$ cat src/design/tcspq_pkg.sv
package tcspq_pkg;

    localparam int CAPACITY     = 16;
    localparam int NUMBER_WIDTH = 16;
    localparam int IDX_W        = $clog2(CAPACITY);
    localparam int CNT_W        = $clog2(CAPACITY + 1);
    localparam int SEV_W        = 2;
    localparam int NUM_FIELD_W  = 16;
    localparam int POS_FIELD_W  = 4;
    localparam int CODE_W       = 3;

    typedef logic [NUMBER_WIDTH-1:0] num_t;
    typedef logic [SEV_W-1:0]        sev_t;
    typedef logic [IDX_W-1:0]        idx_t;
    typedef logic [CNT_W-1:0]        cnt_t;
    typedef logic [CODE_W-1:0]       code_t;

    localparam logic [1:0] FUNC_INSERT = 2'd0;
    localparam logic [1:0] FUNC_REMOVE = 2'd1;
    localparam logic [1:0] FUNC_LIST   = 2'd2;
    localparam logic [1:0] FUNC_NONE   = 2'd3;

    localparam sev_t SEV_BAD = 2'd3;

    localparam code_t RES_OK        = 3'd0;
    localparam code_t RES_NOT_FOUND = 3'd1;
    localparam code_t RES_FULL      = 3'd2;
    localparam code_t RES_BAD_SEV   = 3'd3;
    localparam code_t RES_EMPTY     = 3'd4;

    typedef enum logic [1:0] {
        OP_HOLD,
        OP_INSERT,
        OP_REMOVE
    } cell_op_t;

    typedef struct packed {
        cell_op_t op;
        num_t     num;
        sev_t     sev;
    } cell_cmd_t;

    typedef struct packed {
        num_t num;
        sev_t sev;
    } entry_t;

    // ahead: entry stays ahead of the new key; hit: a match at or left of this cell
    typedef struct packed {
        logic ahead;
        logic hit;
    } link_t;

    typedef enum logic {
        ST_IDLE,
        ST_LIST
    } state_t;

endpackage

$ cat src/design/tcspq_cell.sv
module tcspq_cell
    import tcspq_pkg::*;
(
    input  logic      aclk,
    input  cell_cmd_t cmd,
    input  logic      valid,
    input  entry_t    left_q,
    input  entry_t    right_q,
    input  link_t     link_in,
    output entry_t    entry_q,
    output link_t     link_out
);

    entry_t entry_reg;
    entry_t entry_next;
    logic   stays;
    logic   match;

    assign stays = valid && ((entry_reg.sev < cmd.sev) ||
                   ((entry_reg.sev == cmd.sev) && (entry_reg.num < cmd.num)));
    assign match = valid && (entry_reg.sev == cmd.sev) && (entry_reg.num == cmd.num);

    assign link_out.ahead = stays;
    assign link_out.hit   = link_in.hit | match;
    assign entry_q        = entry_reg;

    always_comb begin
        entry_next = entry_reg;
        case (cmd.op)
            OP_INSERT: begin
                if (!stays) begin
                    if (link_in.ahead) begin
                        entry_next.num = cmd.num;
                        entry_next.sev = cmd.sev;
                    end else begin
                        entry_next = left_q;
                    end
                end
            end
            OP_REMOVE: begin
                if (link_out.hit) begin
                    entry_next = right_q;
                end
            end
            default: begin
                entry_next = entry_reg;
            end
        endcase
    end

    always_ff @(posedge aclk) begin
        entry_reg <= entry_next;
    end

endmodule

$ cat src/design/three_class_sorted_priority_queue.sv
// Sorted priority queue of up to CAPACITY entries, ordered by severity class
// (0 first) and then by ascending arrival number. Each entry lives in one cell
// of a shift chain; an insert or remove compares the key in every cell at once
// and shifts the whole chain together, so insert and remove take one input
// transfer per cycle while the result register is free. A list request emits
// one entry per cycle from the front while the result register is free, and
// the input is not ready until the last entry has been loaded into the result
// register. s_tuser carries func; results carry the status code on m_tuser and
// mark the final result of each request with m_tlast.
module three_class_sorted_priority_queue
    import tcspq_pkg::*;
(
    input  logic        aclk,
    input  logic        aresetn,
    input  logic        s_tvalid,
    output logic        s_tready,
    input  logic [23:0] s_tdata,   // arrival_number[15:0], severity[17:16], zero pad
    input  logic [1:0]  s_tuser,   // func[1:0]
    output logic        m_tvalid,
    input  logic        m_tready,
    output logic [23:0] m_tdata,   // entry_number[15:0], entry_severity[17:16],
                                   // entry_position[21:18], zero pad
    output logic [2:0]  m_tuser,   // result_code[2:0]
    output logic        m_tlast
);

    state_t state_reg, state_next;
    cnt_t   count_reg, count_next;
    idx_t   idx_reg, idx_next;

    logic                   m_valid_reg, m_valid_next;
    code_t                  m_code_reg, m_code_next;
    logic [NUM_FIELD_W-1:0] m_num_reg, m_num_next;
    sev_t                   m_sev_reg, m_sev_next;
    logic [POS_FIELD_W-1:0] m_pos_reg, m_pos_next;
    logic                   m_last_reg, m_last_next;

    logic      accept;
    logic      out_free;
    logic [1:0] func;
    num_t      num;
    sev_t      sev;
    logic      full;
    logic      found;
    logic      idx_last;
    cell_cmd_t cmd;
    cnt_t      ins_pos;
    cnt_t      rem_pos;
    entry_t    cell_q [CAPACITY];
    link_t     links [CAPACITY+1];
    entry_t    list_q;

    assign func     = s_tuser;
    assign num      = num_t'(s_tdata[15:0]);
    assign sev      = s_tdata[17:16];
    assign out_free = !m_valid_reg || m_tready;
    assign s_tready = (state_reg == ST_IDLE) && out_free;
    assign accept   = s_tvalid && s_tready;
    assign full     = (count_reg == cnt_t'(CAPACITY));
    assign found    = links[CAPACITY].hit;
    assign list_q   = cell_q[idx_reg];
    assign idx_last = (cnt_t'(idx_reg) + cnt_t'(1)) == count_reg;

    assign links[0].ahead = 1'b1;
    assign links[0].hit   = 1'b0;

    genvar g;
    generate
        for (g = 0; g < CAPACITY; g++) begin : g_cell
            tcspq_cell u_cell (
                .aclk     (aclk),
                .cmd      (cmd),
                .valid    (cnt_t'(g) < count_reg),
                .left_q   (cell_q[(g == 0) ? 0 : g - 1]),
                .right_q  (cell_q[(g == CAPACITY - 1) ? g : g + 1]),
                .link_in  (links[g]),
                .entry_q  (cell_q[g]),
                .link_out (links[g+1])
            );
        end
    endgenerate

    always_comb begin
        ins_pos = '0;
        rem_pos = '0;
        for (int i = 0; i < CAPACITY; i++) begin
            ins_pos = ins_pos + cnt_t'(links[i+1].ahead);
            rem_pos = rem_pos + cnt_t'(!links[i+1].hit);
        end
    end

    always_comb begin
        cmd.op  = OP_HOLD;
        cmd.num = num;
        cmd.sev = sev;
        if (accept && sev != SEV_BAD) begin
            if (func == FUNC_INSERT && !full) begin
                cmd.op = OP_INSERT;
            end else if (func == FUNC_REMOVE && found) begin
                cmd.op = OP_REMOVE;
            end
        end
    end

    always_comb begin
        state_next = state_reg;
        case (state_reg)
            ST_IDLE: begin
                if (accept && func == FUNC_LIST && count_reg != '0) begin
                    state_next = ST_LIST;
                end
            end
            ST_LIST: begin
                if (out_free && idx_last) begin
                    state_next = ST_IDLE;
                end
            end
            default: begin
                state_next = ST_IDLE;
            end
        endcase
    end

    always_comb begin
        count_next   = count_reg;
        idx_next     = idx_reg;
        m_valid_next = m_valid_reg && !m_tready;
        m_code_next  = m_code_reg;
        m_num_next   = m_num_reg;
        m_sev_next   = m_sev_reg;
        m_pos_next   = m_pos_reg;
        m_last_next  = m_last_reg;
        case (cmd.op)
            OP_INSERT: count_next = count_reg + cnt_t'(1);
            OP_REMOVE: count_next = count_reg - cnt_t'(1);
            default:   count_next = count_reg;
        endcase
        case (state_reg)
            ST_IDLE: begin
                idx_next = '0;
                if (accept && func != FUNC_NONE) begin
                    m_valid_next = 1'b1;
                    m_last_next  = 1'b1;
                    m_num_next   = NUM_FIELD_W'(num);
                    m_sev_next   = sev;
                    m_pos_next   = '0;
                    if (func == FUNC_LIST) begin
                        m_valid_next = (count_reg == '0);
                        m_code_next  = RES_EMPTY;
                        m_num_next   = '0;
                        m_sev_next   = '0;
                    end else if (sev == SEV_BAD) begin
                        m_code_next = RES_BAD_SEV;
                        m_sev_next  = '0;
                    end else if (func == FUNC_INSERT) begin
                        if (full) begin
                            m_code_next = RES_FULL;
                        end else begin
                            m_code_next = RES_OK;
                            m_pos_next  = POS_FIELD_W'(ins_pos);
                        end
                    end else if (found) begin
                        m_code_next = RES_OK;
                        m_pos_next  = POS_FIELD_W'(rem_pos);
                    end else begin
                        m_code_next = RES_NOT_FOUND;
                    end
                end
            end
            ST_LIST: begin
                if (out_free) begin
                    m_valid_next = 1'b1;
                    m_code_next  = RES_OK;
                    m_num_next   = NUM_FIELD_W'(list_q.num);
                    m_sev_next   = list_q.sev;
                    m_pos_next   = POS_FIELD_W'(idx_reg);
                    m_last_next  = idx_last;
                    idx_next     = idx_reg + idx_t'(1);
                end
            end
            default: begin
                idx_next = '0;
            end
        endcase
    end

    always_ff @(posedge aclk) begin
        if (!aresetn) begin
            state_reg   <= ST_IDLE;
            count_reg   <= '0;
            idx_reg     <= '0;
            m_valid_reg <= 1'b0;
        end else begin
            state_reg   <= state_next;
            count_reg   <= count_next;
            idx_reg     <= idx_next;
            m_valid_reg <= m_valid_next;
        end
    end

    always_ff @(posedge aclk) begin
        m_code_reg <= m_code_next;
        m_num_reg  <= m_num_next;
        m_sev_reg  <= m_sev_next;
        m_pos_reg  <= m_pos_next;
        m_last_reg <= m_last_next;
    end

    assign m_tvalid = m_valid_reg;
    assign m_tuser  = m_code_reg;
    assign m_tlast  = m_last_reg;
    assign m_tdata  = {2'b00, m_pos_reg, m_sev_reg, m_num_reg};

endmodule
$ cat config.mk
export PLATFORM = sky130hd
export DESIGN_NAME = three_class_sorted_priority_queue
export DESIGN_NICKNAME = d
export VERILOG_FILES = /design/src/design/tcspq_pkg.sv /design/src/design/tcspq_cell.sv /design/src/design/three_class_sorted_priority_queue.sv
export SDC_FILE = /design/constraint.sdc
export NUM_CORES = 1
export LEC_CHECK = 0
export BUFFER_PORTS_ARGS = -buffer_cell sky130_fd_sc_hd__buf_2
export CORE_ASPECT_RATIO = 1.2
export CORE_UTILIZATION = 45
export CTS_CLUSTER_SIZE = 40
export DETAILED_ROUTE_END_ITERATION = 7
export PLACE_DENSITY = 0.67
export REMOVE_ABC_BUFFERS = 1
export SLEW_MARGIN = 20
export SYNTH_ARGS = -nofsm -noshare
export SYNTH_HDL_FRONTEND = slang
export SYNTH_HIERARCHICAL = 1
export SYNTH_SLANG_ARGS = --single-unit
export TNS_END_PERCENT = 50
$ cat constraint.sdc
create_clock -name aclk -period 9.05 [get_ports aclk]
set_clock_uncertainty 0.15 [all_clocks]
set_input_delay 1.81 -clock aclk [delete_from_list [all_inputs] [get_ports aclk]]
set_output_delay 1.81 -clock aclk [all_outputs]
set_load 0.01 [all_outputs]
==> impl_metrics.prom <==
# TYPE chip_impl_metric gauge
chip_impl_metric{name="ff2ff_path_depth",unit=""} 33
chip_impl_metric{name="synth-async-reset-ratio",unit="%"} 0
chip_impl_metric{name="grt-ovfl-total",unit=""} 0
chip_impl_info{name="worst_hold_startpoint",value="g_cell[14].u_cell/entry_q[13]"} 1
chip_impl_metric{name="clock_power_share",unit="%"} 39.6
chip_impl_metric{name="starting_density_of_the_core",unit="%"} 45.38
chip_impl_metric{name="regArea",unit="mm2"} 0.009657
chip_impl_metric{name="final.min_clock_period",unit="ns"} 8.487
chip_impl_metric{name="firstDrtPassIters",unit=""} 5
chip_impl_metric{name="min_path_cells",unit=""} 2
chip_impl_metric{name="grt_max_degree",unit=""} 46
chip_impl_metric{name="netlist_instances",unit=""} 2841
chip_impl_info{name="worst_setup_sp_type",value="primary input"} 1
chip_impl_metric{name="clock_sink_count",unit=""} 325
chip_impl_metric{name="tightest_slew",unit="ns"} 1.132
chip_impl_metric{name="syn_to_final_growth",unit="%"} 9.612
chip_impl_info{name="ys.flop_type",value="sky130_fd_sc_hd__edfxtp_1"} 1
chip_impl_metric{name="cells_resized_by_post_cts_repair",unit=""} 0
chip_impl_metric{name="drt_iter0_markers",unit=""} 1582
chip_impl_metric{name="core_region_area",unit="mm2"} 0.06070
chip_impl_info{name="holdCritPathClass",value="reg2reg"} 1
chip_impl_metric{name="cap_viol_max_count",unit=""} 0
chip_impl_metric{name="worstPathArrival",unit="ns"} 8.64
chip_impl_metric{name="totalNegativeSetupSlack",unit="ns"} 0
chip_impl_metric{name="seq_area_frac_synth",unit="%"} 35.03
chip_impl_metric{name="design.final.nets",unit=""} 3228
chip_impl_metric{name="final_min_period_over_clock_period",unit="%"} 93.77
chip_impl_metric{name="synth_seq_cells",unit=""} 325
chip_impl_metric{name="vias",unit=""} 21546
chip_impl_metric{name="power.leakage",unit="nW"} 11.81
chip_impl_metric{name="crit_required",unit="ns"} 9.20
chip_impl_metric{name="fin_ws",unit="ns"} 0.5634
chip_impl_metric{name="finalHoldViolations",unit=""} 0
chip_impl_metric{name="postCtsHoldBufs",unit=""} 0
chip_impl_metric{name="multiInputGateArea",unit="mm2"} 0.01589
chip_impl_metric{name="ctsHtreeMaxLevel",unit=""} 2
chip_impl_metric{name="numPortBuffers",unit=""} 51
chip_impl_metric{name="power.internal",unit="mW"} 3.067
chip_impl_metric{name="share_of_power_burned_in_registers",unit="%"} 43.2
chip_impl_metric{name="die_width",unit="um"} 227.9
chip_impl_info{name="critical_path_class",value="in2reg"} 1
chip_impl_metric{name="share_of_layout_cells_above_drive_strength_1",unit="%"} 11.02
chip_impl_metric{name="largest_reg_flops",unit=""} 288
chip_impl_metric{name="synth.top_cell.area_share",unit="%"} 34.23
chip_impl_metric{name="number_of_remaining_drc_errors",unit=""} 0
chip_impl_metric{name="dp_slack",unit="ns"} 0.04547
chip_impl_info{name="cpMaxStageDelayCell",value="sky130_fd_sc_hd__fa_1"} 1
chip_impl_metric{name="io_pins",unit=""} 60
chip_impl_info{name="grt_setup_unrepaired",value="false"} 1
chip_impl_metric{name="wire_per_inst",unit="um"} 21.04
chip_impl_metric{name="floorplan.rows",unit=""} 99
chip_impl_metric{name="yosysWarningCount",unit=""} 6
chip_impl_info{name="synth.top_cells.by_count",value="sky130_fd_sc_hd__nand2_1, sky130_fd_sc_hd__inv_1, sky130_fd_sc_hd__o21ai_0"} 1
chip_impl_info{name="crit_start",value="s_tdata[6]"} 1
chip_impl_metric{name="cts_setup_buffers",unit=""} 0
chip_impl_info{name="synth_most_common_cell",value="sky130_fd_sc_hd__nand2_1"} 1
chip_impl_metric{name="reg_to_reg_slack_setup",unit="ns"} 1.00
chip_impl_metric{name="clock_insertion_delay_at_the_later_pin_of_the_skew_report",unit="ns"} 0.57
chip_impl_metric{name="chipHeight",unit="um"} 273.0
chip_impl_metric{name="antenna_violations_before_repair",unit=""} 1
chip_impl_metric{name="die_area",unit="mm2"} 0.06221
chip_impl_metric{name="edff_count_synth",unit=""} 314
chip_impl_metric{name="hpwlAfterDp",unit="mm"} 60.38
chip_impl_metric{name="maximum_clock_path_buffer_count",unit=""} 3
chip_impl_info{name="netlist.top_cell.by_area",value="sky130_fd_sc_hd__edfxtp_1"} 1
chip_impl_info{name="post_synth_main_area_contributors",value="sky130_fd_sc_hd__edfxtp_1, sky130_fd_sc_hd__ha_1, sky130_fd_sc_hd__mux2i_1"} 1
chip_impl_metric{name="number_of_global_route_vias_before_repair",unit=""} 21552
chip_impl_metric{name="critPathMaxFanout",unit=""} 9
chip_impl_info{name="cp_common_cell",value="sky130_fd_sc_hd__a21o_1"} 1
chip_impl_metric{name="power_per_cell_area",unit="mW/mm2"} 140.8
chip_impl_metric{name="setup_viol_count_final",unit=""} 0
chip_impl_metric{name="clock.fmax",unit="MHz"} 117.8
chip_impl_metric{name="final-max-slew-violation-count",unit=""} 0
chip_impl_metric{name="gr-usage-all-layers",unit="%"} 24.87
chip_impl_info{name="crit_path_end_kind",value="flop"} 1
chip_impl_metric{name="detail_route.vias_per_cell",unit=""} 5.803
chip_impl_metric{name="ir_worst_vdd",unit="uV"} 157.7
chip_impl_info{name="root_buffer",value="sky130_fd_sc_hd__clkbuf_16"} 1
chip_impl_info{name="r2r_start",value="count_reg[3]"} 1
chip_impl_metric{name="power.switching",unit="mW"} 1.185
chip_impl_metric{name="detail_route.wirelength",unit="mm"} 78.11
chip_impl_metric{name="final_cell_count_no_fill",unit=""} 3713
chip_impl_metric{name="numCtsBuffers",unit=""} 38
chip_impl_metric{name="antenna_viol_nets_final",unit=""} 0
chip_impl_metric{name="synth_area_per_cell",unit="um2"} 9.696
chip_impl_metric{name="timing.critical_path.slowest_cell_delay",unit="ns"} 0.47
chip_impl_metric{name="weighted_congestion_reported_at_the_end_of_routability_driven_placement",unit=""} 0.9274
chip_impl_metric{name="timing.max_slew.rel_slack",unit="%"} 24.29
chip_impl_metric{name="mappedNetlistArea",unit="mm2"} 0.02755
chip_impl_metric{name="comb_power_share",unit="%"} 17.2
chip_impl_metric{name="synth.lib_cells_used.distinct",unit=""} 54
chip_impl_info{name="cts_tree",value="done"} 1
chip_impl_metric{name="placed_instances",unit=""} 3643
chip_impl_metric{name="grt_first_pass_wirelength",unit="mm"} 121.2
chip_impl_metric{name="final.fill_count",unit=""} 5608
chip_impl_metric{name="clkSlewWorstSetupHoldPaths",unit="ns"} 0.06
chip_impl_info{name="run_status",value="finished, final reports clean"} 1
chip_impl_metric{name="swShare",unit="%"} 27.87
[metal layers]
layer / wire length, um / vias up / GRT usage, %
met2: 39630 / 612 / 44.66
li1: - / 10319 / -
met4: 3759 / 0 / 11.97
met3: 3899 / 180 / 3.182
met5: 0 / - / 0
met1: 30820 / 10435 / 29.33
[through the flow]
stage | area (um2) | util, % | power, mW | hold slack, ns
6_report | 30190 | 49.74 | 4.252 | 0.4564
5_1_grt | 30190 | 49.74 | 4.434 | 0.4985
4_1_cts | 30190 | 49.74 | 4.285 | 0.4562
3_5_place_dp | 28860 | 47.55 | 2.589 | 0.4503
3_3_place_gp | 28860 | 47.55 | 2.552 | 0.4419
2_1_floorplan | 26820 | - | 2.311 | 0.4122
[cell families (layout without fill, tap and decap cells)]
logic type,after synthesis,in the layout,share of synthesized area (%)
XOR/XNOR,17,17,0.5406
adder cells (fa/ha/maj),323,323,15.22
AO/OA/AOI/OAI,646,646,14.17
buffers and inverters,515,576,7.663
multiplexers,380,380,17.08
flip-flops,325,325,35.03
other,2,5,0.02726
AND/OR/NAND/NOR,633,633,10.27
[worst paths after layout]
check / end
worst max-delay path: m_pos_reg[2]
worst min register to register: g_cell[13].u_cell/entry_q[13]
worst max register to register: m_pos_reg[2]
worst min-delay path: g_cell[13].u_cell/entry_q[13]
[power groups by stage]
stage	registers (mW)	logic (mW)	clock network, mW
finish	1.84	0.730	1.68
global route	1.85	0.822	1.76
CTS	1.84	0.726	1.72
detailed placement	1.87	0.722	0
global placement	1.86	0.690	0
floorplan	1.84	0.471	0
[cell type report]
cell class,instances,share of cell area (%)
Antenna cell,1,0.008288
Clock buffer,50,3.510
Clock inverter,19,0.8868
Inverter,367,4.563
Multi-Input combinational cell,2003,52.64
Sequential cell,325,31.98
Tap cell,808,3.348
Timing Repair Buffer,140,3.058
[cells in the final DEF (no fill, tap or decap), types with 48 or more instances in the layout]
cell type                  Yosys  routed
sky130_fd_sc_hd__buf_4        18      89
sky130_fd_sc_hd__ha_1        303     303
sky130_fd_sc_hd__a21oi_1     101     101
sky130_fd_sc_hd__nand2_1     405     405
sky130_fd_sc_hd__mux2i_1     308     308
sky130_fd_sc_hd__inv_1       366     366
sky130_fd_sc_hd__a21o_1       50      50
sky130_fd_sc_hd__mux4_2       72      72
sky130_fd_sc_hd__nor3_1       49      48
sky130_fd_sc_hd__edfxtp_1    314     314
sky130_fd_sc_hd__o21ai_0     345     345
sky130_fd_sc_hd__buf_2        42      51
[critical path, delay by kind of cell]
kind / cells / cell delay, ns
AOI/OAI and AO/OA: 17 / 2.90
xor gates and xnor gates: 1 / 0.17
adders and majority gates: 7 / 2.64
buffers and inverters: 6 / 0.73
and+or+nand+nor: 2 / 0.35
Note: power is estimated with default switching activity, not from simulation.
